[config.mk]
export PLATFORM = sky130hd
export DESIGN_NAME = dynamic_range_compressor_gain
export DESIGN_NICKNAME = d
export VERILOG_FILES = /design/src/hdl/drc_pkg.sv /design/src/hdl/drc_env.sv /design/src/hdl/dynamic_range_compressor_gain.sv
export SDC_FILE = /design/constraint.sdc
export NUM_CORES = 2
export LEC_CHECK = 0
export ABC_AREA = 1
export BUFFER_PORTS_ARGS = -buffer_cell sky130_fd_sc_hd__buf_2
export CORE_MARGIN = 2
export CORE_UTILIZATION = 49
export CTS_BUF_LIST = sky130_fd_sc_hd__clkbuf_2 sky130_fd_sc_hd__clkbuf_4 sky130_fd_sc_hd__clkbuf_8
export CTS_CLUSTER_SIZE = 40
export DETAILED_ROUTE_END_ITERATION = 10
export SLEW_MARGIN = 20
export SYNTH_ARGS = -nofsm -noshare
export SYNTH_HDL_FRONTEND = slang
export SYNTH_HIERARCHICAL = 1
export SYNTH_SLANG_ARGS = --single-unit
[constraint.sdc]
create_clock -name clk -period 13.95 [get_ports clk]
set_input_delay 2.79 -clock clk [delete_from_list [all_inputs] [get_ports clk]]
set_output_delay 2.79 -clock clk [all_outputs]
set_load 0.02 [all_outputs]
[src/hdl/drc_pkg.sv]
// Shared definitions for the dynamic range compressor gain block.
// Holds default widths, envelope phase codes, register indexes and reset values.
// Used by drc_env and dynamic_range_compressor_gain; depends on nothing else.
package drc_pkg;

  localparam int SAMPLE_BITS_DEF    = 16;
  localparam int GAIN_FRAC_BITS_DEF = 24;
  localparam int TICK_BITS_DEF      = 16;

  // Envelope phase codes, as reported on the result channel.
  localparam logic [1:0] PH_IDLE    = 2'd0;
  localparam logic [1:0] PH_ATTACK  = 2'd1;
  localparam logic [1:0] PH_HOLD    = 2'd2;
  localparam logic [1:0] PH_RELEASE = 2'd3;

  // Configuration register indexes.
  localparam int CFG_ADDR_BITS = 3;
  localparam logic [CFG_ADDR_BITS-1:0] REG_THRESHOLD    = 3'd0;
  localparam logic [CFG_ADDR_BITS-1:0] REG_FLOOR        = 3'd1;
  localparam logic [CFG_ADDR_BITS-1:0] REG_ATTACK_TICKS = 3'd2;
  localparam logic [CFG_ADDR_BITS-1:0] REG_HOLD_TICKS   = 3'd3;
  localparam logic [CFG_ADDR_BITS-1:0] REG_REL_TICKS    = 3'd4;
  localparam logic [CFG_ADDR_BITS-1:0] REG_ATTACK_STEP  = 3'd5;
  localparam logic [CFG_ADDR_BITS-1:0] REG_REL_STEP     = 3'd6;

  // Register reset values; each is truncated to its register's width.
  localparam longint RST_THRESHOLD    = 16384;
  localparam longint RST_FLOOR        = 8388608;
  localparam longint RST_ATTACK_TICKS = 100;
  localparam longint RST_HOLD_TICKS   = 1000;
  localparam longint RST_REL_TICKS    = 1000;
  localparam longint RST_ATTACK_STEP  = 83886;
  localparam longint RST_REL_STEP     = 8388;

  function automatic int max3(input int a, input int b, input int c);
    int m;
    m = (a > b) ? a : b;
    m = (m > c) ? m : c;
    return m;
  endfunction

endpackage

[src/hdl/drc_env.sv]
// Envelope follower of the compressor: gain, phase and tick count state
// together with the per-sample update. Depends on drc_pkg.
module drc_env #(
  parameter int SAMPLE_BITS    = drc_pkg::SAMPLE_BITS_DEF,
  parameter int GAIN_FRAC_BITS = drc_pkg::GAIN_FRAC_BITS_DEF,
  parameter int TICK_BITS      = drc_pkg::TICK_BITS_DEF
) (
  input  logic                        clk,
  input  logic                        rst_n,
  input  logic                        en,
  input  logic signed [SAMPLE_BITS-1:0] sample,
  input  logic [SAMPLE_BITS-2:0]      level_threshold,
  input  logic [GAIN_FRAC_BITS:0]     gain_floor,
  input  logic [TICK_BITS-1:0]        attack_ticks,
  input  logic [TICK_BITS-1:0]        hold_ticks,
  input  logic [TICK_BITS-1:0]        release_ticks,
  input  logic [GAIN_FRAC_BITS:0]     attack_step,
  input  logic [GAIN_FRAC_BITS:0]     release_step,
  output logic [GAIN_FRAC_BITS:0]     gain_nxt,
  output logic [1:0]                  phase_nxt
);
  import drc_pkg::*;

  localparam int GW = GAIN_FRAC_BITS + 1;
  localparam logic [GW-1:0] ONE = GW'(1) << GAIN_FRAC_BITS;

  logic [GW-1:0]          gain_r;
  logic [1:0]             phase_r;
  logic [TICK_BITS-1:0]   tick_r;
  logic [TICK_BITS-1:0]   tick_nxt;
  logic [SAMPLE_BITS-1:0] mag;
  logic [SAMPLE_BITS-1:0] thr;
  logic [GW-1:0]          fl;
  logic                   loud;
  logic                   quiet;

  // The most negative sample maps to 2^(SAMPLE_BITS-1), above any threshold.
  assign mag   = sample[SAMPLE_BITS-1] ? (~sample + 1'b1) : sample;
  assign thr   = {1'b0, level_threshold};
  assign loud  = mag > thr;
  assign quiet = mag < thr;
  assign fl    = (gain_floor > ONE) ? ONE : gain_floor;

  always_comb begin
    gain_nxt  = gain_r;
    phase_nxt = phase_r;
    tick_nxt  = tick_r;
    if (loud) begin
      if (gain_r >= fl && (phase_r == PH_IDLE || phase_r == PH_RELEASE)) begin
        phase_nxt = PH_ATTACK;
        tick_nxt  = attack_ticks;
      end
      if (phase_nxt == PH_HOLD) begin
        tick_nxt = hold_ticks;
      end
    end
    if (quiet && gain_r <= ONE) begin
      if (tick_nxt == '0 && phase_nxt == PH_HOLD) begin
        phase_nxt = PH_RELEASE;
        tick_nxt  = release_ticks;
      end
    end
    case (phase_nxt)
      PH_ATTACK: begin
        if (tick_nxt != '0 && gain_r > fl) begin
          gain_nxt = ((gain_r - fl) > attack_step) ? (gain_r - attack_step) : fl;
          tick_nxt = tick_nxt - 1'b1;
        end else begin
          phase_nxt = PH_HOLD;
          tick_nxt  = hold_ticks;
        end
      end
      PH_HOLD: begin
        if (tick_nxt != '0) begin
          tick_nxt = tick_nxt - 1'b1;
        end else begin
          phase_nxt = PH_RELEASE;
          tick_nxt  = release_ticks;
        end
      end
      PH_RELEASE: begin
        if (tick_nxt != '0 && gain_r < ONE) begin
          tick_nxt = tick_nxt - 1'b1;
          gain_nxt = ((ONE - gain_r) > release_step) ? (gain_r + release_step) : ONE;
        end else begin
          phase_nxt = PH_IDLE;
        end
      end
      default: begin
        if (gain_r < ONE) begin
          gain_nxt = ONE;
        end
      end
    endcase
  end

  always_ff @(posedge clk) begin
    if (!rst_n) begin
      gain_r  <= ONE;
      phase_r <= PH_IDLE;
      tick_r  <= '0;
    end else if (en) begin
      gain_r  <= gain_nxt;
      phase_r <= phase_nxt;
      tick_r  <= tick_nxt;
    end
  end

endmodule

[src/hdl/dynamic_range_compressor_gain.sv]
// Dynamic range compressor gain stage: each input transfer carries one signed
// sample, and each output transfer returns it scaled by the envelope gain, with
// the envelope phase. Depends on drc_pkg and drc_env.
//
// One sample is taken every cycle while the result side keeps up. A sample
// passes three registers: the input register, the envelope register (gain and
// phase after the update by drc_env), and the result register fed by the one
// sample-by-gain multiplier. The whole pipeline advances together whenever the
// result register is empty or being drained. Configuration writes take effect
// on the next cycle and should only be made while no sample is in flight.
module dynamic_range_compressor_gain #(
  parameter int SAMPLE_BITS    = drc_pkg::SAMPLE_BITS_DEF,
  parameter int GAIN_FRAC_BITS = drc_pkg::GAIN_FRAC_BITS_DEF,
  parameter int TICK_BITS      = drc_pkg::TICK_BITS_DEF,
  localparam int IN_W  = ((SAMPLE_BITS + 7) / 8) * 8,
  localparam int OUT_W = ((SAMPLE_BITS + 2 + 7) / 8) * 8,
  localparam int CFG_W = drc_pkg::max3(SAMPLE_BITS - 1, GAIN_FRAC_BITS + 1, TICK_BITS)
) (
  input  logic                               clk,
  input  logic                               rst_n,
  input  logic                               in_tvalid,
  output logic                               in_tready,
  input  logic [IN_W-1:0]                    in_tdata,   // sample_in
  output logic                               out_tvalid,
  input  logic                               out_tready,
  output logic [OUT_W-1:0]                   out_tdata,  // sample_out, phase
  input  logic                               cfg_we,
  input  logic [drc_pkg::CFG_ADDR_BITS-1:0]  cfg_addr,
  input  logic [CFG_W-1:0]                   cfg_wdata
);
  import drc_pkg::*;

  localparam int S  = SAMPLE_BITS;
  localparam int GW = GAIN_FRAC_BITS + 1;
  localparam int TW = TICK_BITS;

  logic [S-2:0]  thr_r;
  logic [GW-1:0] floor_r;
  logic [TW-1:0] atk_ticks_r;
  logic [TW-1:0] hold_ticks_r;
  logic [TW-1:0] rel_ticks_r;
  logic [GW-1:0] atk_step_r;
  logic [GW-1:0] rel_step_r;

  logic                 adv;
  logic                 s1_valid_r;
  logic signed [S-1:0]  s1_sample_r;
  logic                 s2_valid_r;
  logic signed [S-1:0]  s2_sample_r;
  logic [GW-1:0]        s2_gain_r;
  logic [1:0]           s2_phase_r;
  logic                 out_valid_r;
  logic [S-1:0]         out_sample_r;
  logic [1:0]           out_phase_r;
  logic [GW-1:0]        env_gain;
  logic [1:0]           env_phase;
  logic signed [S+GW:0] prod;

  // Configuration registers.
  always_ff @(posedge clk) begin
    if (!rst_n) begin
      thr_r        <= (S-1)'(RST_THRESHOLD);
      floor_r      <= GW'(RST_FLOOR);
      atk_ticks_r  <= TW'(RST_ATTACK_TICKS);
      hold_ticks_r <= TW'(RST_HOLD_TICKS);
      rel_ticks_r  <= TW'(RST_REL_TICKS);
      atk_step_r   <= GW'(RST_ATTACK_STEP);
      rel_step_r   <= GW'(RST_REL_STEP);
    end else if (cfg_we) begin
      case (cfg_addr)
        REG_THRESHOLD:    thr_r        <= cfg_wdata[S-2:0];
        REG_FLOOR:        floor_r      <= cfg_wdata[GW-1:0];
        REG_ATTACK_TICKS: atk_ticks_r  <= cfg_wdata[TW-1:0];
        REG_HOLD_TICKS:   hold_ticks_r <= cfg_wdata[TW-1:0];
        REG_REL_TICKS:    rel_ticks_r  <= cfg_wdata[TW-1:0];
        REG_ATTACK_STEP:  atk_step_r   <= cfg_wdata[GW-1:0];
        REG_REL_STEP:     rel_step_r   <= cfg_wdata[GW-1:0];
        default: ;
      endcase
    end
  end

  assign adv       = !out_valid_r || out_tready;
  assign in_tready = adv;

  drc_env #(
    .SAMPLE_BITS    (SAMPLE_BITS),
    .GAIN_FRAC_BITS (GAIN_FRAC_BITS),
    .TICK_BITS      (TICK_BITS)
  ) u_env (
    .clk             (clk),
    .rst_n           (rst_n),
    .en              (adv && s1_valid_r),
    .sample          (s1_sample_r),
    .level_threshold (thr_r),
    .gain_floor      (floor_r),
    .attack_ticks    (atk_ticks_r),
    .hold_ticks      (hold_ticks_r),
    .release_ticks   (rel_ticks_r),
    .attack_step     (atk_step_r),
    .release_step    (rel_step_r),
    .gain_nxt        (env_gain),
    .phase_nxt       (env_phase)
  );

  // A signed product shifted right rounds toward minus infinity; with the gain
  // at most 1.0 the result always fits the sample width.
  assign prod = s2_sample_r * $signed({1'b0, s2_gain_r});

  always_ff @(posedge clk) begin
    if (!rst_n) begin
      s1_valid_r  <= 1'b0;
      s2_valid_r  <= 1'b0;
      out_valid_r <= 1'b0;
    end else if (adv) begin
      s1_valid_r  <= in_tvalid;
      s2_valid_r  <= s1_valid_r;
      out_valid_r <= s2_valid_r;
    end
  end

  always_ff @(posedge clk) begin
    if (adv) begin
      s1_sample_r  <= in_tdata[S-1:0];
      s2_sample_r  <= s1_sample_r;
      s2_gain_r    <= env_gain;
      s2_phase_r   <= env_phase;
      out_sample_r <= prod[GAIN_FRAC_BITS+S-1:GAIN_FRAC_BITS];
      out_phase_r  <= s2_phase_r;
    end
  end

  assign out_tvalid = out_valid_r;
  assign out_tdata  = OUT_W'({out_phase_r, out_sample_r});

endmodule
# After elaboration in Yosys (flattened, before gate mapping)
# Cells that the tools add are included.
# totals
ff_bits	261
latchBits	0
ram_bits	0
rom_bits	0
in_bits	49
output_inout_bits	26
n_memories	0
# op_classes
addsub	6
mul	1
div_mod_pow	0
magnitude_cmp	9
eq_ne	12
shift	0
mux	26
bitwise	1
reduce_logical	20
# op_table
op	n
two-way mux 25 bit	6
two-way mux 16 bit	9
> comparator 25 bit	3
one-hot mux 25 bit (3 select lines)	1
subtractor 25 bit	2
one-hot mux 16 bit (3 select lines)	1
multiplier 16 x 26 -> 40 bit	1
adder 25 bit	1
greater-or-equal comparator 25 bit	1
> comparator 25 bit, second input constant	1
<= comparator 25 bit, second input constant	1
< comparator 25 bit, second input constant	1
subtractor 25 bit, first input constant	1
adder 16 x 1 -> 16 bit, second input constant	1
> comparator 16 x 15 -> 1 bit	1
logical NOT 16 bit	1
< comparator 16 x 15 -> 1 bit	1
two-way mux 2 bit	8
inverter 16 bit	1
nonzero test 16 bit	1
subtractor 16 x 1 -> 16 bit, second input constant	1
AND reduction 2 bit	7
== test 2 bit, second input constant	5
== test 3 bit, second input constant	3
other kinds (9)	16

# Logic depth before layout (Yosys ltp)
# logic_depth
word_depth	17
ltp_mapped	43
ltp_nobuf	42

# By module
# Netlist, hierarchy kept.
# modules_own_cells
module	n_inst	cells_per_inst	area_each_um2	seq_area_each_um2
dynamic_range_compressor_gain	1	2602	20893.8	5134.9
drc_env	1	2005	11476.0	860.8

# Least setup slack after synthesis
# Ideal clock, no wire load.
# synth_timing
kind	in2out
start	input out_tready
end	output in_tready
t_arrival_ns	4.488
setup_slack_ns	6.672
cell_stages	2
path_cell_list	nor2_1 > inv_1
# synth_between
elab_chain_cells	1
# synth_lines
item	line_no	text
start, declared	dynamic_range_compressor_gain.sv:25	input logic out_tready,
logical OR 1 bit	dynamic_range_compressor_gain.sv:83	assign adv = !out_valid_r || out_tready;
end, declared	dynamic_range_compressor_gain.sv:22	output logic in_tready,
# Every way passes these cells.

# Worst setup path in the final report
# layout_timing
start	register floor_r[0]
end	register u_env.gain_r[7]
# layout_between
elab_chain_cells	17
elab_cells_between_ends	31
cone_classes	add/sub (1); order compare (4); eq/ne (5); mux (15); reduce/logical (6)
# layout_lines
item	line_no	text
start, declared	dynamic_range_compressor_gain.sv:38	logic [GW-1:0] floor_r;
start signal, assigned	dynamic_range_compressor_gain.sv:63	floor_r <= GW'(RST_FLOOR);
start signal, assigned	dynamic_range_compressor_gain.sv:72	REG_FLOOR: floor_r <= cfg_wdata[GW-1:0];
> comparator 25 bit	drc_env.sv:42	assign fl = (gain_floor > ONE) ? ONE : gain_floor;
two-way mux 25 bit *	drc_env.sv:42	
greater-or-equal comparator 25 bit	drc_env.sv:49	if (gain_r >= fl && (phase_r == PH_IDLE || phase_r == PH_RELEASE)) begin
logical AND 1 bit	drc_env.sv:49	
two-way mux 2 bit	drc_env.sv:49	
two-way mux 2 bit	drc_env.sv:48	if (loud) begin
== test 2 bit	drc_env.sv:53	if (phase_nxt == PH_HOLD) begin
two-way mux 16 bit	drc_env.sv:53	
two-way mux 16 bit	drc_env.sv:48	
logical NOT 16 bit	drc_env.sv:58	if (tick_nxt == '0 && phase_nxt == PH_HOLD) begin
logical AND 1 bit	drc_env.sv:58	
two-way mux 16 bit	drc_env.sv:58	
two-way mux 16 bit	drc_env.sv:57	if (quiet && gain_r <= ONE) begin
nonzero test 16 bit	drc_env.sv:65, drc_env.sv:82	
logical AND 1 bit, on equally long branches	drc_env.sv:82, drc_env.sv:65	
two-way mux 25 bit, on equally long branches	drc_env.sv:82, drc_env.sv:65	
one-hot mux 25 bit (3 select lines) *	drc_env.sv:63	case (phase_nxt)
end signal, assigned	drc_env.sv:103	gain_r <= gain_nxt;
end, declared	drc_env.sv:27	logic [GW-1:0] gain_r;
# Every way passes the cells marked *; elsewhere a longest branch is shown, timed or not. The select of a mux whose other input is x is not followed.
# A chain may end at the register's enable or synchronous reset.

==> metrics.txt <==
Die W 261 microns; clock-pin slew on the worst setup and hold paths 0.07 ns; first-iteration detailed-routing DRC count 2235; most frequent cells in the layout 1075 x nand2_1, 909 x inv_1, 560 x nor2_1; CP top delay family simple AND/OR/NAND/NOR gates; RSZ-0062 raised after global routing no; initial antenna violation count 2; # IOs 75; Worst EP required 14.50 ns; Site Rows 94; Setup Viol. Count Final 0; Worst slew margin 28.7%; most numerous cell on the critical path nand2_1; Cells after Synth 4607; number of synthesized flops with an enable pin 77; H-tree levels 2; final net count 5225; Post-CTS Resized 0; die height 261 microns; Slew @ Worst Pin 1.06 ns; FF-to-FF Start floor_r[0]; Clock Skew 0.0394 ns; port bufs 68; register area share after synthesis 18.5%; Antenna Violating Nets Remaining 0; CTS Buffer Depth 3; Final Hold Fails 0; routed length on met2 47.0 mm; GP Congestion 0.952; HP Start s2_phase_r[1]; CP Capture Type flip-flop; post-synthesis cell type count 62; vias in the first global route 28400; Primary FF master, synth dfxtp_1; area of the core 0.0656 sq mm; first-pass GRT wire length 158 mm; Tmin final 7.58 ns; Crit-path slowest cell inv_1; CTS tree yes; CP Launch Point floor_r[0]; Max Fclk 132 MHz; Crit path largest cell delay 0.61 ns; die area 0.0681 sq mm; Clock Tree Root clkbuf_8; Critical Path Fanout Max 30; Post-Syn Area per Cell 7.03 sq um; fraction of layout cells with a size suffix above 1 6.38%; total CTS buffers 50; vias per std cell 5.30; Hold Path Class reg2reg; Area Overhead vs Synth 6.26%; setup bufs post-CTS 0; DRC 0; drt total wl 101 mm; flops & latches, synth 261; fin crit share 54.4%; Via Count 29100; global-route usage over all layers 30.0%; drt wl/cell 18.4 microns; CTS Hold Bufs 0; most common library cell in the layout ignoring fill and taps nand2_1; max cap viols 0; setup TNS 0 ns; Met3 Wirelength 6.52 mm; Startpoint Class flip-flop; GRT overflow 0; clock sinks 261; HPWL Detailed 77.4 mm; Initial Utilization 49.3%; Worst EP arrival 8.14 ns; WL met1 43.7 mm; Final Max Tran Viols 0; synthesized area 0.0324 sq mm; Initial DRT Pass Iterations 7; top sig layer met4; largest net degree at the start of global routing 105; crit path kind reg2reg; clock latency on the worst-skew pair 0.69 ns; status completed; ys async rst share 0%; WP buf/inv 5; Yosys Warn Count 6
## cell families after synthesis
group           after synthesis  synth area share [%]
compound gates              517                  8.65
xor+xnor                    111                  3.00
fa+ha+maj                   591                  30.3
buf+inv                    1115                  13.5
flops                       261                  18.5
other cells                   1                0.0116
simple gates               2011                  26.0
## flip-flops by register name, summed over array words and instances (netlist names), 15 cells and up
name,count
rel_step_r,25
s2_sample_r,16
s1_sample_r,16
s2_gain_r,25
rel_ticks_r,16
floor_r,25
atk_ticks_r,16
thr_r,15
atk_step_r,25
u_env/gain_r,25
out_sample_r,16
u_env/tick_r,16
hold_ticks_r,16
## worst paths after layout
check	depth (start not counted)	end	slack, ns
setup / recovery	37	u_env/gain_r[7]	6.37
hold / removal	0	out_phase_r[1]	0.42
setup reg to reg	37	u_env/gain_r[7]	6.37
hold reg to reg	0	out_phase_r[1]	0.42
## synthesized netlist by cell type (all sizes together) (7+ instances only)
cell    instances  area, sq um
a21o           10         75.1
a21oi         195          991
a31oi          10         62.6
buf            42          337
clkbuf        139          523
dfxtp         184         3680
edfxtp         77         2310
fa            322         6450
ha            269         3370
inv           930         3490
nand2        1098         4240
nand3         186          998
nand4          74          469
nor2          581         2270
nor3           38          220
nor4           10         62.6
o211ai          8         60.1
o21a            7         52.6
o21ai         248         1240
o21bai         13         97.6
or2            13         81.3
xnor2          28          245
xor2           83          727
## final cells by class
type | instances | area, sq um
inverter | 934 | 3510
timing repair buffer | 102 | 613
sequential | 261 | 6000
multi-input combinational | 3236 | 22000
tap | 864 | 1080
fill | 6690 | 31200
antenna | 3 | 7.51
clock buffer | 79 | 1000
clock inverter | 15 | 158
## metal layers
metal	GRT usage [%]	up-vias
li1	-	14100
met1	40.0	13800
met2	50.3	1037
met3	3.26	218
met4	11.1	0
met5	0	-
## metrics by stage
stage / setup WS [ns] / util [%] / area, sq um / std cells / hold WS, ns
6_report: 6.37 / 52.4 / 34400 / 5494 / 0.424
5_1_grt: 5.71 / 52.4 / 34400 / 5493 / 0.439
4_1_cts: 6.41 / 52.3 / 34400 / 5489 / 0.428
3_5_place_dp: 6.47 / 50.6 / 33200 / 5395 / 0.411
3_3_place_gp: 6.57 / 50.6 / 33200 / 5395 / 0.407
2_1_floorplan: 6.67 / - / 32400 / 4612 / 0.400
Power is left out: the tool's default activity adds up to more than one toggle a clock period on the data nets, which glitch-free logic cannot reach.
